==> src/rtl/http_message_length_framer_top_macros.svh <==
// ---------------------------------------------------------------------------
// Assertion macros for the HTTP message length framer.
// Each macro expands to one labelled concurrent assertion on the rising edge
// of the given clock, disabled while the active-low reset is asserted.
// ---------------------------------------------------------------------------
`ifndef HTTP_MESSAGE_LENGTH_FRAMER_TOP_MACROS_SVH
`define HTTP_MESSAGE_LENGTH_FRAMER_TOP_MACROS_SVH

// The consequent must hold in the same cycle as the antecedent.
`define HMLF_ASSERT_NOW(label, clk, rst_n, ante, cons, msg) \
  label: assert property (@(posedge clk) disable iff (!rst_n) (ante) |-> (cons)) \
    else $error(msg);

// The consequent must hold in the cycle after the antecedent.
`define HMLF_ASSERT_NEXT(label, clk, rst_n, ante, cons, msg) \
  label: assert property (@(posedge clk) disable iff (!rst_n) (ante) |=> (cons)) \
    else $error(msg);

`endif

==> src/rtl/hmlf_pkg.sv <==
// ---------------------------------------------------------------------------
// hmlf_pkg
// Shared types, codes and constants of the HTTP message length framer.
// ---------------------------------------------------------------------------
`default_nettype none

package hmlf_pkg;

  // Default width of the saturating byte counters.
  localparam int COUNT_WIDTH_DEFAULT = 34;

  // Configuration register indexes and reset values.
  localparam logic CFG_MAX_BODY   = 1'b0;
  localparam logic CFG_MAX_HEADER = 1'b1;
  localparam logic [31:0] MAX_BODY_RESET   = 32'd268435456;
  localparam logic [20:0] MAX_HEADER_RESET = 21'd32768;

  // Message phases.
  localparam logic [2:0] PH_START    = 3'd0;
  localparam logic [2:0] PH_HDR_NONE = 3'd1;
  localparam logic [2:0] PH_HDR      = 3'd2;
  localparam logic [2:0] PH_BODY     = 3'd3;
  localparam logic [2:0] PH_DONE     = 3'd4;

  // Position within a header line.
  localparam logic [1:0] LF_NAME   = 2'd0;
  localparam logic [1:0] LF_LENGTH = 2'd1;
  localparam logic [1:0] LF_SKIP   = 2'd2;

  // Result status codes.
  localparam logic [3:0] ST_HEADER       = 4'd0;
  localparam logic [3:0] ST_BODY         = 4'd1;
  localparam logic [3:0] ST_COMPLETE     = 4'd2;
  localparam logic [3:0] ST_BAD_START    = 4'd3;
  localparam logic [3:0] ST_BAD_LINE     = 4'd4;
  localparam logic [3:0] ST_DUP_LENGTH   = 4'd5;
  localparam logic [3:0] ST_BAD_VALUE    = 4'd6;
  localparam logic [3:0] ST_BODY_BIG     = 4'd7;
  localparam logic [3:0] ST_HEADER_BIG   = 4'd8;
  localparam logic [3:0] ST_MESSAGE_BIG  = 4'd9;
  localparam logic [3:0] ST_INCOMPLETE   = 4'd10;
  localparam logic [3:0] ST_EXTRA_BYTES  = 4'd11;
  localparam logic [3:0] ST_CLOSED_EARLY = 4'd12;
  localparam logic [3:0] ERR_NONE        = 4'd0;

  // Characters of interest.
  localparam logic [7:0] CH_CR    = 8'h0D;
  localparam logic [7:0] CH_LF    = 8'h0A;
  localparam logic [7:0] CH_COLON = 8'h3A;

  // Header name that carries the body length, in lower case.
  localparam int NAME_LEN = 14;
  localparam logic [8*NAME_LEN-1:0] LENGTH_NAME = "content-length";

  // Largest accumulator value that may still take another decimal digit.
  localparam logic [63:0] ACC_LIMIT = 64'd1844674407370955161;

  // Saturation limits of the output fields.
  localparam logic [63:0] DECL_MAX   = 64'hFFFF_FFFF;
  localparam logic [63:0] OFFSET_MAX = 64'h1F_FFFF;

  // Parse state of the current header line.
  typedef struct packed {
    logic [1:0]  field;
    logic [3:0]  name_idx;
    logic        name_mismatch;
    logic [63:0] acc;
    logic        digit_seen;
    logic        trailing;
  } line_t;

  localparam line_t LINE_CLEAR = '{field: LF_NAME, name_idx: 4'd0,
                                   name_mismatch: 1'b0, acc: 64'd0,
                                   digit_seen: 1'b0, trailing: 1'b0};

  // Outcome of feeding one character into the line parser.
  typedef struct packed {
    line_t      line;
    logic [3:0] err;
  } feed_t;

  // One result item.
  typedef struct packed {
    logic [3:0]  status;
    logic        body_byte;
    logic [31:0] content_len;
    logic [20:0] body_offset;
  } result_t;

endpackage

`default_nettype wire

==> src/rtl/hmlf_out_reg.sv <==
// ---------------------------------------------------------------------------
// hmlf_out_reg
// Result register between the framer logic and the result channel. It holds
// a result while the receiver stalls and frees the slot as it is taken.
// ---------------------------------------------------------------------------
`default_nettype none

module hmlf_out_reg
  import hmlf_pkg::*;
(
  input  wire logic    clk,
  input  wire logic    rst_n,
  input  wire logic    push,
  input  wire result_t push_data,
  output logic         full_stall,
  output logic         out_valid,
  input  wire logic    out_stall,
  output result_t      out_data
);

  logic    valid_r;
  result_t data_r;

  // A new result may enter when the slot is empty or is taken this cycle.
  assign full_stall = valid_r && out_stall;

  // Slot occupancy.
  always_ff @(posedge clk) begin
    if (!rst_n) begin
      valid_r <= 1'b0;
    end else if (push) begin
      valid_r <= 1'b1;
    end else if (!out_stall) begin
      valid_r <= 1'b0;
    end
  end

  // Result payload.
  always_ff @(posedge clk) begin
    if (push) begin
      data_r <= push_data;
    end
  end

  assign out_valid = valid_r;
  assign out_data  = data_r;

endmodule

`default_nettype wire

==> src/rtl/http_message_length_framer_top.sv <==
// ---------------------------------------------------------------------------
// http_message_length_framer_top
// Byte-wise HTTP/1.1 header scanner and Content-Length body framer.
// ---------------------------------------------------------------------------
// Usage:
// One message byte (or a close marker) enters on the in_ channel per
// transfer; in_new_message clears all parse state before that item is
// handled. Every input item gives exactly one result on the out_ channel:
// a status code, a body flag, the declared length and the body offset.
// The two size limits are written on the cfg_ port while the block is idle.
// The result of an accepted item is registered and shown on out_valid in the
// next cycle. Without a stall, throughput is one item per cycle; all
// per-byte work (terminator match, name compare, times-ten accumulate,
// limit compares) sits between the parse state registers and the result
// register. When the receiver stalls, the result register holds its item and
// in_stall rises, so at most one result waits and no item is dropped.
// Synchronous reset empties the result register, restores both limits to
// their defaults and returns the parser to the start line of a new message.
// ---------------------------------------------------------------------------
`default_nettype none

`include "http_message_length_framer_top_macros.svh"

module http_message_length_framer_top
  import hmlf_pkg::*;
#(
  parameter int COUNT_WIDTH = COUNT_WIDTH_DEFAULT
) (
  input  wire logic        clk,
  input  wire logic        rst_n,
  // Input channel
  input  wire logic        in_valid,
  output logic             in_stall,
  input  wire logic [7:0]  in_data_byte,
  input  wire logic        in_closed,
  input  wire logic        in_new_message,
  // Result channel
  output logic             out_valid,
  input  wire logic        out_stall,
  output logic [3:0]       out_status,
  output logic             out_body_byte,
  output logic [31:0]      out_content_len,
  output logic [20:0]      out_body_offset,
  // Configuration port
  input  wire logic        cfg_we,
  input  wire logic        cfg_index,
  input  wire logic [31:0] cfg_wdata
);

  localparam int CMP_W = (COUNT_WIDTH > 33) ? COUNT_WIDTH : 33;
  localparam logic [COUNT_WIDTH-1:0] COUNT_MAX = '1;

  // Feed one character into the header line parser.
  function automatic feed_t feed(input line_t ln, input logic at_start,
                                 input logic seen, input logic [7:0] c);
    feed_t      r;
    logic [7:0] lc;
    logic [7:0] nc;
    logic [63:0] d;
    r.line = ln;
    r.err  = ERR_NONE;
    lc = ((c >= 8'h41) && (c <= 8'h5A)) ? 8'(c + 8'd32) : c;
    nc = (ln.name_idx < 4'(NAME_LEN)) ?
         LENGTH_NAME[8*(NAME_LEN-1-int'(ln.name_idx)) +: 8] : 8'd0;
    d  = 64'(c - 8'h30);
    if (!at_start) begin
      case (ln.field)
        LF_NAME: begin
          if (c == CH_COLON) begin
            if (!ln.name_mismatch && (ln.name_idx == 4'(NAME_LEN))) begin
              if (seen) begin
                r.err        = ST_DUP_LENGTH;
                r.line.field = LF_SKIP;
              end else begin
                r.line.field      = LF_LENGTH;
                r.line.acc        = 64'd0;
                r.line.digit_seen = 1'b0;
                r.line.trailing   = 1'b0;
              end
            end else begin
              r.line.field = LF_SKIP;
            end
          end else if (!ln.name_mismatch && (ln.name_idx < 4'(NAME_LEN)) && (lc == nc)) begin
            r.line.name_idx = ln.name_idx + 4'd1;
          end else begin
            r.line.name_mismatch = 1'b1;
          end
        end
        LF_LENGTH: begin
          if ((c == 8'd32) || ((c >= 8'd9) && (c <= 8'd13))) begin
            if (ln.digit_seen) begin
              r.line.trailing = 1'b1;
            end
          end else if ((c >= 8'h30) && (c <= 8'h39) && !ln.trailing) begin
            if ((ln.acc > ACC_LIMIT) || ((ln.acc == ACC_LIMIT) && (d > 64'd5))) begin
              r.err        = ST_BAD_VALUE;
              r.line.field = LF_SKIP;
            end else begin
              r.line.acc = {ln.acc[60:0], 3'b000} + {ln.acc[62:0], 1'b0} + d;
              r.line.digit_seen = 1'b1;
            end
          end else begin
            r.err        = ST_BAD_VALUE;
            r.line.field = LF_SKIP;
          end
        end
        default: begin
        end
      endcase
    end
    return r;
  endfunction

  // Configuration registers.
  logic [31:0] max_body_r;
  logic [20:0] max_header_r;

  // Parse state.
  logic [2:0]             phase_r, phase_nxt;
  logic [1:0]             term_r, term_nxt;
  logic [COUNT_WIDTH-1:0] count_r, count_nxt;
  line_t                  line_r, line_nxt;
  logic                   seen_r, seen_nxt;
  logic [63:0]            length_r, length_nxt;
  logic [3:0]             perr_r, perr_nxt;
  logic [COUNT_WIDTH-1:0] expect_r, expect_nxt;
  logic [3:0]             sticky_r, sticky_nxt;
  logic [COUNT_WIDTH-1:0] bstart_r, bstart_nxt;

  logic    accept;
  logic    full_stall;
  result_t res;
  result_t out_data;

  assign accept   = in_valid && !full_stall;
  assign in_stall = full_stall;

  // Configuration writes.
  always_ff @(posedge clk) begin
    if (!rst_n) begin
      max_body_r   <= MAX_BODY_RESET;
      max_header_r <= MAX_HEADER_RESET;
    end else if (cfg_we) begin
      unique case (cfg_index)
        CFG_MAX_BODY:   max_body_r   <= cfg_wdata;
        CFG_MAX_HEADER: max_header_r <= cfg_wdata[20:0];
        default: begin
        end
      endcase
    end
  end

  // Per-item parse step.
  always_comb begin
    logic [2:0]             ph;
    logic [1:0]             tm;
    logic [COUNT_WIDTH-1:0] bc;
    line_t                  ln;
    logic                   at_start;
    logic                   pend;
    logic                   found;
    feed_t                  fr;
    logic [64:0]            esum;
    logic [CMP_W-1:0]       limit;
    logic [3:0]             st;
    logic                   body;

    // A new message starts from the cleared state.
    ph  = in_new_message ? PH_START : phase_r;
    tm  = in_new_message ? 2'd0 : term_r;
    bc  = in_new_message ? '0 : count_r;
    ln  = in_new_message ? LINE_CLEAR : line_r;
    phase_nxt  = ph;
    term_nxt   = tm;
    line_nxt   = ln;
    seen_nxt   = in_new_message ? 1'b0 : seen_r;
    length_nxt = in_new_message ? 64'd0 : length_r;
    perr_nxt   = in_new_message ? ERR_NONE : perr_r;
    expect_nxt = in_new_message ? '0 : expect_r;
    sticky_nxt = in_new_message ? ST_HEADER : sticky_r;
    bstart_nxt = in_new_message ? '0 : bstart_r;
    count_nxt  = bc;

    at_start = (ph == PH_START);
    pend     = (tm == 2'd1) || (tm == 2'd3);
    found    = 1'b0;
    fr       = '0;
    esum     = '0;
    st       = ST_HEADER;
    body     = 1'b0;
    limit    = CMP_W'(max_body_r) + CMP_W'(max_header_r);

    if (ph == PH_DONE) begin
      // Finished messages repeat their status; a byte after completion is extra.
      if ((sticky_nxt == ST_COMPLETE) && !in_closed) begin
        sticky_nxt = ST_EXTRA_BYTES;
      end
      st = sticky_nxt;
    end else if (in_closed) begin
      st         = (ph == PH_BODY) ? ST_INCOMPLETE : ST_CLOSED_EARLY;
      phase_nxt  = PH_DONE;
      sticky_nxt = st;
    end else begin
      count_nxt = (bc != COUNT_MAX) ? bc + 1'b1 : bc;
      if (CMP_W'(count_nxt) > limit) begin
        st = ST_MESSAGE_BIG;
      end else if (ph == PH_BODY) begin
        body = 1'b1;
        st   = (count_nxt >= expect_nxt) ? ST_COMPLETE : ST_BODY;
      end else begin
        // Terminator tracking.
        if (in_data_byte == CH_CR) begin
          term_nxt = (tm == 2'd2) ? 2'd3 : 2'd1;
        end else if (in_data_byte == CH_LF) begin
          found    = (tm == 2'd3);
          term_nxt = (tm == 2'd1) ? 2'd2 : 2'd0;
        end else begin
          term_nxt = 2'd0;
        end

        if ((in_data_byte == CH_LF) && pend) begin
          if (found) begin
            if ((ph == PH_HDR_NONE) && (perr_nxt == ERR_NONE)) begin
              perr_nxt = ST_BAD_START;
            end
          end else if (at_start) begin
            phase_nxt = PH_HDR_NONE;
            line_nxt  = LINE_CLEAR;
          end else begin
            // End of a header line.
            if (ln.field == LF_NAME) begin
              if (perr_nxt == ERR_NONE) perr_nxt = ST_BAD_LINE;
            end else if (ln.field == LF_LENGTH) begin
              if (ln.digit_seen) begin
                seen_nxt   = 1'b1;
                length_nxt = ln.acc;
              end else if (perr_nxt == ERR_NONE) begin
                perr_nxt = ST_BAD_VALUE;
              end
            end
            phase_nxt = PH_HDR;
            line_nxt  = LINE_CLEAR;
          end
        end else begin
          // A held CR that was not followed by LF is a line character.
          if (pend && !at_start) begin
            if (line_nxt.field == LF_NAME) begin
              line_nxt.name_mismatch = 1'b1;
            end else if ((line_nxt.field == LF_LENGTH) && line_nxt.digit_seen) begin
              line_nxt.trailing = 1'b1;
            end
          end
          if (in_data_byte != CH_CR) begin
            fr       = feed(line_nxt, at_start, seen_nxt, in_data_byte);
            line_nxt = fr.line;
            if ((perr_nxt == ERR_NONE) && (fr.err != ERR_NONE)) begin
              perr_nxt = fr.err;
            end
          end
        end

        // Header end: report faults, then size, then start the body.
        if (found) begin
          if (perr_nxt != ERR_NONE) begin
            st = perr_nxt;
          end else if (length_nxt > 64'(max_body_r)) begin
            st = ST_BODY_BIG;
          end else begin
            esum       = 65'(count_nxt) + 65'(length_nxt);
            bstart_nxt = count_nxt;
            expect_nxt = (esum > 65'(COUNT_MAX)) ? COUNT_MAX : esum[COUNT_WIDTH-1:0];
            phase_nxt  = PH_BODY;
            st = (count_nxt >= expect_nxt) ? ST_COMPLETE : ST_BODY;
          end
        end else if (CMP_W'(count_nxt) > CMP_W'(max_header_r)) begin
          st = ST_HEADER_BIG;
        end else begin
          st = ST_HEADER;
        end
      end
      if (st >= ST_COMPLETE) begin
        phase_nxt  = PH_DONE;
        sticky_nxt = st;
      end
      if (st > ST_COMPLETE) begin
        body = 1'b0;
      end
    end

    // Result fields.
    res.status    = st;
    res.body_byte = body;
    if (bstart_nxt != '0) begin
      res.content_len = (length_nxt > DECL_MAX) ? DECL_MAX[31:0] : length_nxt[31:0];
      res.body_offset = (64'(bstart_nxt) > OFFSET_MAX) ? OFFSET_MAX[20:0] :
                        21'(bstart_nxt);
    end else begin
      res.content_len = 32'd0;
      res.body_offset = 21'd0;
    end
  end

  // Parse state registers.
  always_ff @(posedge clk) begin
    if (!rst_n) begin
      phase_r  <= PH_START;
      term_r   <= 2'd0;
      count_r  <= '0;
      line_r   <= LINE_CLEAR;
      seen_r   <= 1'b0;
      length_r <= 64'd0;
      perr_r   <= ERR_NONE;
      expect_r <= '0;
      sticky_r <= ST_HEADER;
      bstart_r <= '0;
    end else if (accept) begin
      phase_r  <= phase_nxt;
      term_r   <= term_nxt;
      count_r  <= count_nxt;
      line_r   <= line_nxt;
      seen_r   <= seen_nxt;
      length_r <= length_nxt;
      perr_r   <= perr_nxt;
      expect_r <= expect_nxt;
      sticky_r <= sticky_nxt;
      bstart_r <= bstart_nxt;
    end
  end

  // Result register and stall.
  hmlf_out_reg u_out_reg (
    .clk        (clk),
    .rst_n      (rst_n),
    .push       (accept),
    .push_data  (res),
    .full_stall (full_stall),
    .out_valid  (out_valid),
    .out_stall  (out_stall),
    .out_data   (out_data)
  );

  assign out_status      = out_data.status;
  assign out_body_byte   = out_data.body_byte;
  assign out_content_len = out_data.content_len;
  assign out_body_offset = out_data.body_offset;

  // Checks on the framer state and results.
  `HMLF_ASSERT_NOW(a_body_flag, clk, rst_n, out_valid && out_body_byte, (out_status == ST_BODY) || (out_status == ST_COMPLETE), "body flag set outside body status")
  `HMLF_ASSERT_NEXT(a_done_sticky, clk, rst_n, (phase_r == PH_DONE) && !(accept && in_new_message), phase_r == PH_DONE, "finished message left its final state")
  `HMLF_ASSERT_NOW(a_done_status, clk, rst_n, phase_r == PH_DONE, sticky_r >= ST_COMPLETE, "finished message without a final status")
  `HMLF_ASSERT_NOW(a_body_pending, clk, rst_n, phase_r == PH_BODY, count_r < expect_r, "body phase with the declared length reached")

endmodule

`default_nettype wire
==> config.mk <==
export PLATFORM = sky130hd
export DESIGN_NAME = http_message_length_framer_top
export DESIGN_NICKNAME = d
export VERILOG_FILES = /design/src/rtl/hmlf_pkg.sv /design/src/rtl/hmlf_out_reg.sv /design/src/rtl/http_message_length_framer_top.sv
export VERILOG_INCLUDE_DIRS = /design/src /design/src/rtl
export SDC_FILE = /design/constraint.sdc
export NUM_CORES = 2
export LEC_CHECK = 0
export BUFFER_PORTS_ARGS = -buffer_cell sky130_fd_sc_hd__buf_2
export CAP_MARGIN = 40
export CORE_MARGIN = 2
export CORE_UTILIZATION = 50
export CTS_CLUSTER_DIAMETER = 80
export DETAILED_ROUTE_END_ITERATION = 10
export GPL_TIMING_DRIVEN = 1
export PLACE_DENSITY = 0.66
export SYNTH_ARGS = -nofsm -noshare
export SYNTH_HDL_FRONTEND = slang
export SYNTH_HIERARCHICAL = 1
export SYNTH_SLANG_ARGS = --single-unit
==> constraint.sdc <==
create_clock -name clk -period 13.62 [get_ports clk]
set_input_delay 2.724 -clock clk [delete_from_list [all_inputs] [get_ports clk]]
set_output_delay 2.724 -clock clk [all_outputs]
set_load 0.02 [all_outputs]
==> results by group <==
Worst setup path
  – Reg2reg end: phase_r[0]$_SDFFE_PN0P_
  – Worst Path Buf+Inv: 2
  – Worst Path Required: 14.15 ns
  – Crit Path Class: in2reg
  – CP peak stage delay: 0.84 ns
  – Delay-heaviest family, CP: simple AND/OR/NAND/NOR gates
  – Critical-path top delay cell: nor3_1
  – Crit path arrival time: 13.11 ns
  – Worst reg2reg startpoint: count_r[21]$_SDFFE_PN0P_
  – Crit-path max FO: 48
  – R2r worst-path depth: 36
  – Reg-to-reg slack, setup: 3.09 ns
  – CP Capture Type: flop
  – Setup crit start kind: primary input

Detailed routing
  – Initial drt markers: 3994
  – Vias: 33673
  – WL final: 123.9 mm
  – Vias/cell: 6.426
  – Drt wl/cell: 23.64 um
  – Initial DRT Pass Iterations: 6
  – Post-DRT Antenna Nets: 0
  – DRC viols: 0

Synthesis
  – Syn nets: 4699
  – Post-synth top area cell: dfxtp_1
  – Top cells by count, synth: nand2_1 (586), dfxtp_1 (307), a21oi_1 (289)
  – Top cell type's share of synthesized area: 0.1850
  – Syn Std Cell Area: 33210 sq um
  – Warnings, synthesis: 6
  – Syn Inst Count: 4316
  – Synth area leaders: dfxtp_1 (19%), ha_1 (10%), nand2_1 (6.6%)
  – Multiplexer share of the synthesized area: 0.009305
  – Synth Area in Simple Gates: 0.2747
  – Xor/xnor cell area share of the yosys netlist: 0.04400
  – Most frequent cell after synthesis: nand2_1
  – Synth Area in Compound Gates: 0.2446
  – Ys async rst share: 0
  – Avg Inst Size Synth: 7.696 sq um
  – Dominant synthesized flop cell: dfxtp_1
  – Largest family of logic cells by synthesized area: simple AND/OR/NAND/NOR gates
  – Post-synth EDFFs: 58
  – Seq/Total Area, Yosys: 0.2375
  – Yosys cell types: 119
  – Synth Area in Adders: 0.1420
  – FF+latch count, synth: 365

Placement
  – Post-DP Area: 34850 sq um
  – HPWL Detailed: 93.96 mm
  – Worst slack at placement: 0.6949 ns
  – Post-Place Cells: 5150
  – Placer Congestion: 1.013
  – Port-buffer cells: 107

Min path
  – Worst hold stages: 2
  – Hold crit path type: reg2reg
  – Endpoint of the worst hold path: expect_r[0]$_SDFFE_PN0P_
  – Worst Hold Launch: expect_r[0]$_SDFFE_PN0P_

STA
  – Setup TNS: 0 ns
  – Final setup viols: 0
  – Final period util: 0.9233
  – Clk_skew: 0.05322 ns
  – Final Slew Violations: 0
  – Fin crit period: 12.58 ns
  – Final hold vios: 0
  – Max-slew headroom: 0.3440
  – Setup ws final: 1.045 ns
  – Fmax: 79.52 MHz
  – RSZ-0062 raised after global routing: no
  – Least-Margin Pin Slew: 0.9591 ns

Clocking
  – Clk_lat worst skew: 0.62 ns
  – Root Driver: clkbuf_16
  – Clock-pin slew on the worst setup and hold paths: 0.06 ns
  – CTS sink cnt: 365
  – Clock Path Buffers: 3
  – CTS tree: done
  – Cts repair resizes: 0
  – Cts hold-fix bufs: 0
  – Post CTS Setup Buffer Count: 0
  – H-Tree Depth: 2
  – Num CTS Buffers: 46

Global routing
  – GRT met2 Usage: 0.5504
  – GR peak layer: met2
  – GRT Total Usage: 0.3553
  – Grt met3 use: 0.06549
  – Initial antenna violation count: 3
  – Largest net degree at the start of global routing: 153
  – M1 GR Usage: 0.4800
  – Number of global-route vias before repair: 31684
  – Global-route wire length before repair: 189.7 mm
  – Gr ovfl total: 0

Die
  – Die Y: 261.7 um
  – Core footprint: 65750 sq um
  – Initial Util: 0.5052
  – Die area: 68510 sq um
  – Std cell rows: 94
  – # IOs: 108
  – Chip width: 261.7 um

Power and ir drop
  – Peak supply drop: 0.00008831 V
  – Leak: 14.72 nW
  – Power per standard cell area: 75.55 nW/um^2

Cells and area
  – Layout Cells excl Fill: 5240
  – Layout cell share with drive strength beyond 1: 0.09033
  – Area Growth Syn to Fin: 9.666%
  – Finished Cell Area: 36420 sq um
  – Final net count: 4718

Run
  – Max-Cap Viols: 0

Outcome
  – Status: finished, final reports clean
## cell usage in the layout (no fill, tap or decap), drive strengths merged, types with 20 or more instances in the layout
cell type,synthesis,routed
edfxtp,58,58
a22oi,149,149
inv,154,159
a31oi,70,70
a21boi,86,86
fa,63,63
and2,64,64
nand2b,49,49
a21oi,291,291
o21a,49,49
nor2,226,226
nand4,116,116
a211oi,27,27
nand2,587,587
xnor2,110,110
buf,51,221
mux2i,20,20
o21bai,25,25
ha,272,272
xor2,56,56
nor4,48,48
and3,46,46
nand3,160,160
dfxtp,307,307
o211ai,31,31
clkbuf,201,66
nor2b,267,267
or3,28,28
nor3,80,80
a21o,109,109
o21ai,251,251
## state kept, by name, indices dropped and copies added, names as in the netlist
register / flops
bstart_r: 34
seen_r: 1
perr_r: 4
count_r: 34
max_header_r: 21
expect_r: 34
phase_r: 3
line_r: 73
u_out_reg/out_data: 58
max_body_r: 32
sticky_r: 4
length_r: 64
u_out_reg/out_valid: 1
term_r: 2
## area by class of cell
| class | count | area, sq um |
|---|---|---|
| antenna | 3 | 7.507 |
| clock buffer | 64 | 1330 |
| clock inverter | 22 | 226.5 |
| inverter | 154 | 583.1 |
| timing repair buffer | 223 | 1501 |
| tap | 864 | 1081 |
| multi-input combinational | 3545 | 23810 |
| fill | 6285 | 29320 |
| sequential | 365 | 7888 |
## power by group
part           switching [mW]  total, mW  internal (mW)
Combinational           0.240      0.354          0.114
Sequential             0.0167       1.14           1.12
Clock                   0.533       1.26          0.729
## how the worst max path moves through the flow
| stage | from | cells after the start | endpoint |
|---|---|---|---|
| after floorplan | in_new_message | 45 | phase_r[0]$_SDFFE_PN0P_ |
| after global placement | in_new_message | 36 | phase_r[0]$_SDFFE_PN0P_ |
| after detailed placement | in_new_message | 37 | phase_r[0]$_SDFFE_PN0P_ |
| after CTS | in_new_message | 37 | phase_r[0]$_SDFFE_PN0P_ |
| after global routing | in_new_message | 38 | phase_r[0]$_SDFFE_PN0P_ |
| final | in_new_message | 35 | phase_r[0]$_SDFFE_PN0P_ |
## worst min-delay path: cells and delay by family, from the launching register on
| family | cells | cell delay, ns |
|---|---|---|
| flip-flops | 1 | 0.31 |
| AO/OA/AOI/OAI | 1 | 0.06 |
| AND/OR/NAND/NOR | 1 | 0.05 |
## per-layer routing
metal  wire length (um)  part of all wire
met5                  0                 0
met4               6408             0.052
met3              12020             0.097
met2              53370              0.43
met1              52060              0.42
## through the flow
stage | power (mW) | hold slack (ns) | utilization
final | 2.752 | 0.4669 | 0.5540
after global routing | 2.834 | 0.4944 | 0.5539
after CTS | 2.755 | 0.4583 | 0.5538
after detailed placement | 1.503 | 0.4527 | 0.5301
after global placement | 1.496 | 0.4474 | 0.5277
after floorplan | 1.385 | 0.4364 | -
## logic make-up (layout without fill, tap and decap cells)
| group | after synthesis | in the layout |
|---|---|---|
| AOI/OAI and AO/OA | 1236 | 1236 |
| xor gates and xnor gates | 166 | 166 |
| adders and majority gates | 340 | 340 |
| buffers and inverters | 406 | 463 |
| DFF | 365 | 365 |
| muxes | 29 | 29 |
| other | 0 | 3 |
| and+or+nand+nor | 1774 | 1774 |
No activity file was read; power rests on OpenSTA's default activity.
